File: src/fcs_pkg.sv
// Types and codes for the cancelable search queue.
package fcs_pkg;

    typedef enum logic [2:0] {
        KIND_PUSH   = 3'd0,
        KIND_POP    = 3'd1,
        KIND_CANCEL = 3'd2,
        KIND_FIND_H = 3'd3,
        KIND_FIND_ID = 3'd4
    } t_kind;

    localparam logic [1:0] STAT_OK   = 2'd0;
    localparam logic [1:0] STAT_MISS = 2'd1;
    localparam logic [1:0] STAT_FULL = 2'd2;

    typedef enum logic [1:0] {
        S_IDLE = 2'd0,
        S_CMP  = 2'd1,
        S_EXEC = 2'd2
    } t_state;

    typedef struct packed {
        logic [2:0]  kind;
        logic [15:0] handle;
        logic [15:0] item_id;
    } t_in_beat;

    typedef struct packed {
        logic [1:0]  status;
        logic [15:0] handle_out;
        logic [15:0] id_out;
        logic [4:0]  count;
    } t_out_beat;

    typedef struct packed {
        logic cmp;
        logic search;
        logic by_id;
        logic head_only;
        logic push;
        logic remove;
    } t_cell_ctl;

endpackage

File: src/fcs_cell.sv
// One queue slot: holds a handle/id pair, matches a key, shifts from its neighbor.
module fcs_cell #(
    parameter int HANDLE_BITS = 16,
    parameter int ID_BITS     = 16
) (
    input  logic                   i_clk,
    input  logic                   i_rst_n,
    input  fcs_pkg::t_cell_ctl     i_ctl,
    input  logic                   i_occ,
    input  logic                   i_tail,
    input  logic                   i_head,
    input  logic [HANDLE_BITS-1:0] i_key_h,
    input  logic [ID_BITS-1:0]     i_key_id,
    input  logic [HANDLE_BITS-1:0] i_nxt_h,
    input  logic [ID_BITS-1:0]     i_nxt_id,
    input  logic                   i_seen,
    output logic                   o_seen,
    output logic                   o_first,
    output logic [HANDLE_BITS-1:0] o_h,
    output logic [ID_BITS-1:0]     o_id
);

    logic                   r_hit;
    logic                   n_hit;
    logic [HANDLE_BITS-1:0] r_h;
    logic [HANDLE_BITS-1:0] n_h;
    logic [ID_BITS-1:0]     r_id;
    logic [ID_BITS-1:0]     n_id;

    always_comb begin
        n_hit = r_hit;
        if (i_ctl.cmp) begin
            if (i_ctl.head_only) begin
                n_hit = i_head & i_occ;
            end else if (i_ctl.search) begin
                if (i_ctl.by_id) begin
                    n_hit = i_occ & (r_id == i_key_id);
                end else begin
                    n_hit = i_occ & (i_key_h != '0) & (r_h == i_key_h);
                end
            end else begin
                n_hit = 1'b0;
            end
        end
    end

    always_comb begin
        n_h  = r_h;
        n_id = r_id;
        if (i_ctl.push && i_tail) begin
            n_h  = i_key_h;
            n_id = i_key_id;
        end else if (i_ctl.remove && (i_seen || r_hit)) begin
            n_h  = i_nxt_h;
            n_id = i_nxt_id;
        end
    end

    always_ff @(posedge i_clk) begin
        if (!i_rst_n) begin
            r_hit <= 1'b0;
        end else begin
            r_hit <= n_hit;
        end
    end

    always_ff @(posedge i_clk) begin
        r_h  <= n_h;
        r_id <= n_id;
    end

    assign o_seen  = i_seen | r_hit;
    assign o_first = r_hit & ~i_seen;
    assign o_h     = r_h;
    assign o_id    = r_id;

endmodule

File: src/fifo_with_cancel_and_search_core.sv
// Top level of the cancelable search queue: control, count and the row of slots.
//
//  channel | direction | handshake              | beat
//  --------+-----------+------------------------+------------------------
//  in      | to block  | i_in_valid / o_in_stall | fcs_pkg::t_in_beat
//  out     | from block| o_out_valid / i_out_stall| fcs_pkg::t_out_beat
//
// Each request steps through accept, parallel compare in every slot,
// then first-match priority along the slot row with shift and result load.
// The next request is accepted while a result waits in the output register.
// A stalled result holds the execute step; the input stalls meanwhile.
// Synchronous reset empties the queue and drops any pending result.
module fifo_with_cancel_and_search_core #(
    parameter int DEPTH       = 16,
    parameter int HANDLE_BITS = 16,
    parameter int ID_BITS     = 16
) (
    input  logic                i_clk,
    input  logic                i_rst_n,
    input  logic                i_in_valid,
    output logic                o_in_stall,
    input  fcs_pkg::t_in_beat   i_in_beat,
    output logic                o_out_valid,
    input  logic                i_out_stall,
    output fcs_pkg::t_out_beat  o_out_beat
);

    localparam int CW = $clog2(DEPTH + 1);

    fcs_pkg::t_state        r_state;
    fcs_pkg::t_state        n_state;
    fcs_pkg::t_kind         r_kind;
    logic [HANDLE_BITS-1:0] r_key_h;
    logic [ID_BITS-1:0]     r_key_id;
    logic [HANDLE_BITS-1:0] in_h;
    logic [ID_BITS-1:0]     in_id;
    logic [CW-1:0]          r_count;
    logic [CW-1:0]          n_count;
    logic                   r_out_valid;
    logic                   n_out_valid;
    fcs_pkg::t_out_beat     r_out;
    fcs_pkg::t_out_beat     n_out;
    logic                   go;
    logic                   full;
    logic                   found;
    fcs_pkg::t_cell_ctl     ctl;

    logic [HANDLE_BITS-1:0] cell_h   [DEPTH+1];
    logic [ID_BITS-1:0]     cell_id  [DEPTH+1];
    logic                   seen     [DEPTH+1];
    logic                   first    [DEPTH];
    logic [HANDLE_BITS-1:0] sel_h;
    logic [ID_BITS-1:0]     sel_id;
    logic [HANDLE_BITS-1:0] res_h;
    logic [ID_BITS-1:0]     res_id;
    logic [1:0]             res_st;
    logic [15:0]            res_h16;
    logic [15:0]            res_id16;
    logic [4:0]             res_cnt5;

    // input fields cut or zero-extended to storage widths
    for (genvar b = 0; b < HANDLE_BITS; b++) begin : g_in_h
        if (b < 16) begin : g_bit
            assign in_h[b] = i_in_beat.handle[b];
        end else begin : g_zero
            assign in_h[b] = 1'b0;
        end
    end
    for (genvar b = 0; b < ID_BITS; b++) begin : g_in_id
        if (b < 16) begin : g_bit
            assign in_id[b] = i_in_beat.item_id[b];
        end else begin : g_zero
            assign in_id[b] = 1'b0;
        end
    end

    // slot row; the entry past the last slot feeds zeros
    assign cell_h[DEPTH]  = '0;
    assign cell_id[DEPTH] = '0;
    assign seen[0]        = 1'b0;

    for (genvar i = 0; i < DEPTH; i++) begin : g_cell
        fcs_cell #(
            .HANDLE_BITS(HANDLE_BITS),
            .ID_BITS    (ID_BITS)
        ) u_cell (
            .i_clk   (i_clk),
            .i_rst_n (i_rst_n),
            .i_ctl   (ctl),
            .i_occ   (CW'(i) < r_count),
            .i_tail  (CW'(i) == r_count),
            .i_head  (i == 0),
            .i_key_h (r_key_h),
            .i_key_id(r_key_id),
            .i_nxt_h (cell_h[i+1]),
            .i_nxt_id(cell_id[i+1]),
            .i_seen  (seen[i]),
            .o_seen  (seen[i+1]),
            .o_first (first[i]),
            .o_h     (cell_h[i]),
            .o_id    (cell_id[i])
        );
    end

    always_comb begin
        sel_h  = '0;
        sel_id = '0;
        for (int i = 0; i < DEPTH; i++) begin
            sel_h  = sel_h  | ({HANDLE_BITS{first[i]}} & cell_h[i]);
            sel_id = sel_id | ({ID_BITS{first[i]}} & cell_id[i]);
        end
    end

    assign found = seen[DEPTH];
    assign full  = (r_count == CW'(DEPTH));

    always_comb begin
        n_state = r_state;
        go      = 1'b0;
        case (r_state)
            fcs_pkg::S_IDLE: begin
                if (i_in_valid) n_state = fcs_pkg::S_CMP;
            end
            fcs_pkg::S_CMP: begin
                n_state = fcs_pkg::S_EXEC;
            end
            fcs_pkg::S_EXEC: begin
                if (!r_out_valid || !i_out_stall) begin
                    go      = 1'b1;
                    n_state = fcs_pkg::S_IDLE;
                end
            end
            default: begin
                n_state = fcs_pkg::S_IDLE;
            end
        endcase
    end

    always_comb begin
        ctl           = '0;
        ctl.cmp       = (r_state == fcs_pkg::S_CMP);
        ctl.search    = (r_kind == fcs_pkg::KIND_CANCEL) || (r_kind == fcs_pkg::KIND_FIND_H)
                        || (r_kind == fcs_pkg::KIND_FIND_ID);
        ctl.by_id     = (r_kind == fcs_pkg::KIND_FIND_ID);
        ctl.head_only = (r_kind == fcs_pkg::KIND_POP);
        ctl.push      = go && (r_kind == fcs_pkg::KIND_PUSH) && !full;
        ctl.remove    = go && ((r_kind == fcs_pkg::KIND_POP) || (r_kind == fcs_pkg::KIND_CANCEL));
    end

    always_comb begin
        res_st  = fcs_pkg::STAT_MISS;
        res_h   = '0;
        res_id  = '0;
        n_count = r_count;
        case (r_kind)
            fcs_pkg::KIND_PUSH: begin
                if (full) begin
                    res_st = fcs_pkg::STAT_FULL;
                end else begin
                    res_st  = fcs_pkg::STAT_OK;
                    n_count = r_count + CW'(1);
                end
            end
            fcs_pkg::KIND_POP, fcs_pkg::KIND_CANCEL: begin
                if (found) begin
                    res_st  = fcs_pkg::STAT_OK;
                    res_h   = sel_h;
                    res_id  = sel_id;
                    n_count = r_count - CW'(1);
                end
            end
            fcs_pkg::KIND_FIND_H, fcs_pkg::KIND_FIND_ID: begin
                if (found) begin
                    res_st = fcs_pkg::STAT_OK;
                    res_h  = sel_h;
                    res_id = sel_id;
                end
            end
            default: begin
                res_st = fcs_pkg::STAT_MISS;
            end
        endcase
    end

    // result fields cut or zero-extended to beat widths
    for (genvar b = 0; b < 16; b++) begin : g_out_w
        if (b < HANDLE_BITS) begin : g_h
            assign res_h16[b] = res_h[b];
        end else begin : g_hz
            assign res_h16[b] = 1'b0;
        end
        if (b < ID_BITS) begin : g_id
            assign res_id16[b] = res_id[b];
        end else begin : g_idz
            assign res_id16[b] = 1'b0;
        end
    end
    for (genvar b = 0; b < 5; b++) begin : g_out_cnt
        if (b < CW) begin : g_c
            assign res_cnt5[b] = n_count[b];
        end else begin : g_cz
            assign res_cnt5[b] = 1'b0;
        end
    end

    always_comb begin
        n_out            = r_out;
        n_out_valid      = r_out_valid && i_out_stall;
        if (go) begin
            n_out.status     = res_st;
            n_out.handle_out = res_h16;
            n_out.id_out     = res_id16;
            n_out.count      = res_cnt5;
            n_out_valid      = 1'b1;
        end
    end

    always_ff @(posedge i_clk) begin
        if (!i_rst_n) begin
            r_state     <= fcs_pkg::S_IDLE;
            r_count     <= '0;
            r_out_valid <= 1'b0;
        end else begin
            r_state     <= n_state;
            r_out_valid <= n_out_valid;
            if (go) r_count <= n_count;
        end
    end

    always_ff @(posedge i_clk) begin
        r_out <= n_out;
        if (r_state == fcs_pkg::S_IDLE && i_in_valid) begin
            r_kind   <= fcs_pkg::t_kind'(i_in_beat.kind);
            r_key_h  <= in_h;
            r_key_id <= in_id;
        end
    end

    assign o_in_stall  = (r_state != fcs_pkg::S_IDLE);
    assign o_out_valid = r_out_valid;
    assign o_out_beat  = r_out;

endmodule

File: config.mk
export PLATFORM = sky130hd
export DESIGN_NAME = fifo_with_cancel_and_search_core
export DESIGN_NICKNAME = d
export VERILOG_FILES = /design/src/fcs_pkg.sv /design/src/fcs_cell.sv /design/src/fifo_with_cancel_and_search_core.sv
export SDC_FILE = /design/constraint.sdc
export NUM_CORES = 1
export LEC_CHECK = 0
export BUFFER_PORTS_ARGS = -buffer_cell sky130_fd_sc_hd__buf_2
export CAP_MARGIN = 20
export CORE_UTILIZATION = 64
export CTS_CLUSTER_DIAMETER = 40
export CTS_CLUSTER_SIZE = 10
export DETAILED_ROUTE_END_ITERATION = 7
export GPL_TIMING_DRIVEN = 1
export MAX_ROUTING_LAYER = met4
export PLACE_DENSITY = 0.88
export SKIP_CTS_REPAIR_TIMING = 1
export SLEW_MARGIN = 20
export SYNTH_ARGS = -nofsm -noshare
export SYNTH_HDL_FRONTEND = slang
export SYNTH_HIERARCHICAL = 1
export SYNTH_SLANG_ARGS = --single-unit
export TNS_END_PERCENT = 20
File: constraint.sdc
create_clock -name i_clk -period 8.2 [get_ports i_clk]
set_clock_uncertainty 0.1 [all_clocks]
set_input_delay 1.64 -clock i_clk [delete_from_list [all_inputs] [get_ports i_clk]]
set_output_delay 1.64 -clock i_clk [all_outputs]
set_load 0.005 [all_outputs]
==> results.md <==
- Status: finished, violations left
- Failing checks: DRC
- Mapped Cells: ~2700
- Mean number of vias per cell: 7.67
- Final setup violation count: 0
- Port bufs: around 80
- Inst Count DP: between 3000 and 4000
- Number of top-level pins: 80
- Drt pass-1 iters: 7
- Vias in the first global route: 27100
- #FFs+latches synth: 610
- Clock Root Buffer: clkbuf_16
- First-pass GRT wire length: ~170 mm
- Chip Height: between 200 and 250 microns
- Yosys warning total: 6
- Arrival @ worst endpoint: approximately 7.7 ns
- Int Pwr: a little over 0.006 W
- Final net count: just under 3000
- Initial core utilization: 65.0%
- Crit share post-route: between 80% and 90%
- Count of cell types in the netlist: 60
- Worst-path clk slew: 0.05 ns
- Initial antenna violation count: 1
- Largest cells by area after synthesis: edfxtp_1, mux2_2, xor2_1
- Slew @ Worst Pin: ~1.3 ns
- Total congestion overflow: 0
- Mapped Area: between 30000 and 40000 sq um
- Initial drt markers: ~4800
- Die area: between 50000 and 60000 sq um
- FMAX: approximately 140 MHz
- Max Cap Violations: 0
- Sequential Power Share: 43.3%
- Num CTS Buffers: 98
- Clk buf depth: 3
- Die width: between 200 and 250 microns
- Post-synth EDFFs: about 600
- Fin. Hold Viols: 0
- DRT antenna net count: 0
- Clock sinks: between 600 and 700
- CTS tree: yes
- P_sw: between 0.0015 and 0.002 W
- Startpoint Class: flop
- Total GRT Usage: a little over two fifths
- Post-DP HPWL: 73.9 mm
- Worst slew margin: between 10% and 20%
- Share of the synthesized area in the top cell type: between 50% and 60%
- Clk network pwr share: between 50% and 60%
- Net Sw Frac: around a quarter
- Latest clock arrival within the worst-skew pair: roughly 0.7 ns
- Final min period: roughly 7.3 ns
- # rows: 85
- CP required: around 8.6 ns
- Post-route insts no fill: approximately 3600
- DR DRC count: 9
- Register area share after synthesis: about half
- Main synth FF type: edfxtp_1
- WS Path Type: flop to flop
- H-Tree Depth: 3
- Fin util: 74.2%
- Mean Syn Cell Area: approximately 13 sq um
- Area leader, netlist: edfxtp_1
- Layout cell share with drive strength beyond 1: a little under a third
- Largest net degree at the start of global routing: 49
- Via count: 27700
- RSZ-0062 raised after global routing: false
- Global placement routability congestion: 1.03
- Maximum net fanout on the critical path: 28
- Final Slew Violations: 0
- Synth async-reset ratio: 0%
- CORE AREA: 54000 sq um
- Sum of negative setup slack: 0 ns
- Max VDD drop: around 200 uV
- Combinational Power Share: between 5 and 6%
- CP Capture Type: flop
- Avg WL per Cell: between 30 and 40 microns
- Hold Crit Class: flop to flop
- Routed WL: between 100 and 150 mm
- Leak Pwr: between 10 and 15 nW
- Syn-to-layout area delta: 14.2%
- Power per cell area: between 150 and 200 nW/um^2
==> metrics by stage <==
step	instance area, sq um	setup slack, ns	hold WS (ns)	total power [W]
floorplan	35300	2.05	0.393	0.00379
global placement	36800	1.29	0.409	0.00392
detailed placement	36800	1.10	0.425	0.00394
CTS	40000	1.06	0.433	0.00793
global route	40100	0.929	0.454	0.00811
finish	40100	0.929	0.435	0.00796
==> critical path, cell delays in order (launching register included) <==
cell,delay (ns)
dfxtp_1,0.32
or2_2,0.34
or2_2,0.33
or2_2,0.33
or2_2,0.33
or2_2,0.33
or2_2,0.33
or2_2,0.33
or2_2,0.34
or2_2,0.33
or2_2,0.33
or2_2,0.34
or2_2,0.34
or2_2,0.33
or2_2,0.34
or2_2,0.34
nor2b_4,0.97
buf_4,0.30
a22o_1,0.14
a221oi_1,0.06
a31oi_1,0.19
==> cells in the mapped netlist (32+ instances only) <==
cell type    n
a22oi_1     64
edfxtp_1   586
and3_1      35
nand4_1     48
a221oi_1    97
nand3_1     50
a22o_1      96
nor3_1      41
nand2_1     59
xnor2_1     82
xor2_1     434
a31oi_1     32
nor4_1     146
clkbuf_1    37
buf_2       69
mux2_2     513
==> power groups by stage <==
stage,clock [W],sequential (W),combinational [W]
after floorplan,0,0.00358,0.000203
after global placement,0,0.00351,0.000416
final,0.00405,0.00345,0.000463
after global routing,0.00418,0.00345,0.000480
after CTS,0.00404,0.00345,0.000437
after detailed placement,0,0.00351,0.000430
==> cell usage in the layout, fill, tap and decap left out, types with 64 or more instances in the layout <==
| cell | n |
|---|---|
| edfxtp_1 | 586 |
| nor4_1 | 145 |
| a221oi_1 | 97 |
| mux2_2 | 513 |
| xnor2_1 | 82 |
| clkbuf_16 | 99 |
| xor2_1 | 434 |
| a22oi_1 | 64 |
| buf_4 | 67 |
| a22o_1 | 96 |
| buf_2 | 79 |
==> kinds of logic after synthesis <==
logic type | share of synthesized area [%]
flip-flops | 51.5
XOR/XNOR | 12.9
multiplexers | 16.5
AND/OR/NAND/NOR | 8.55
AO/OA/AOI/OAI | 8.87
buffers and inverters | 1.55
adder cells (fa/ha/maj) | 0.178
other | 0.0214
==> worst paths after layout <==
check	from	end	slack [ns]	depth (start not counted)
min reg2reg	r_state[1]	o_out_valid	0.43	2
max reg2reg	g_cell[0].u_cell/r_hit	o_out_beat[32]	0.93	20
min	r_state[1]	o_out_valid	0.43	2
max	g_cell[0].u_cell/r_hit	o_out_beat[32]	0.93	20
==> flip-flops by register name, indices dropped and copies added, names as in the netlist <==
name                 cells
r_key_h                 16
o_out_beat              39
r_count                  5
r_state                  2
r_kind                   3
o_out_valid              1
r_key_id                16
g_cell.u_cell/o_h      256
g_cell.u_cell/r_hit     16
g_cell.u_cell/o_id     256
==> per-layer routing <==
| layer | wire length, microns | share of wire, % | vias to the layer above | global-route usage (%) |
|---|---|---|---|---|
| met5 | 0 | 0 | - | - |
| met4 | 10100 | 8.4 | 0 | 28.8 |
| met3 | 18600 | 16 | 870 | 13.4 |
| met2 | 51300 | 43 | 2818 | 62.5 |
| met1 | 40000 | 33 | 13200 | 53.7 |
| li1 | - | - | 10900 | - |
==> layout make-up <==
cell class	count	area [sq um]
clock buffer	112	2540
sequential	610	18100
clock inverter	64	659
timing repair buffer	151	1010
antenna	4	10.0
tap	696	871
multi-input combinational	1972	16900
fill	3254	13900
inverter	8	31.3
Power figures use the tool's default switching activity.
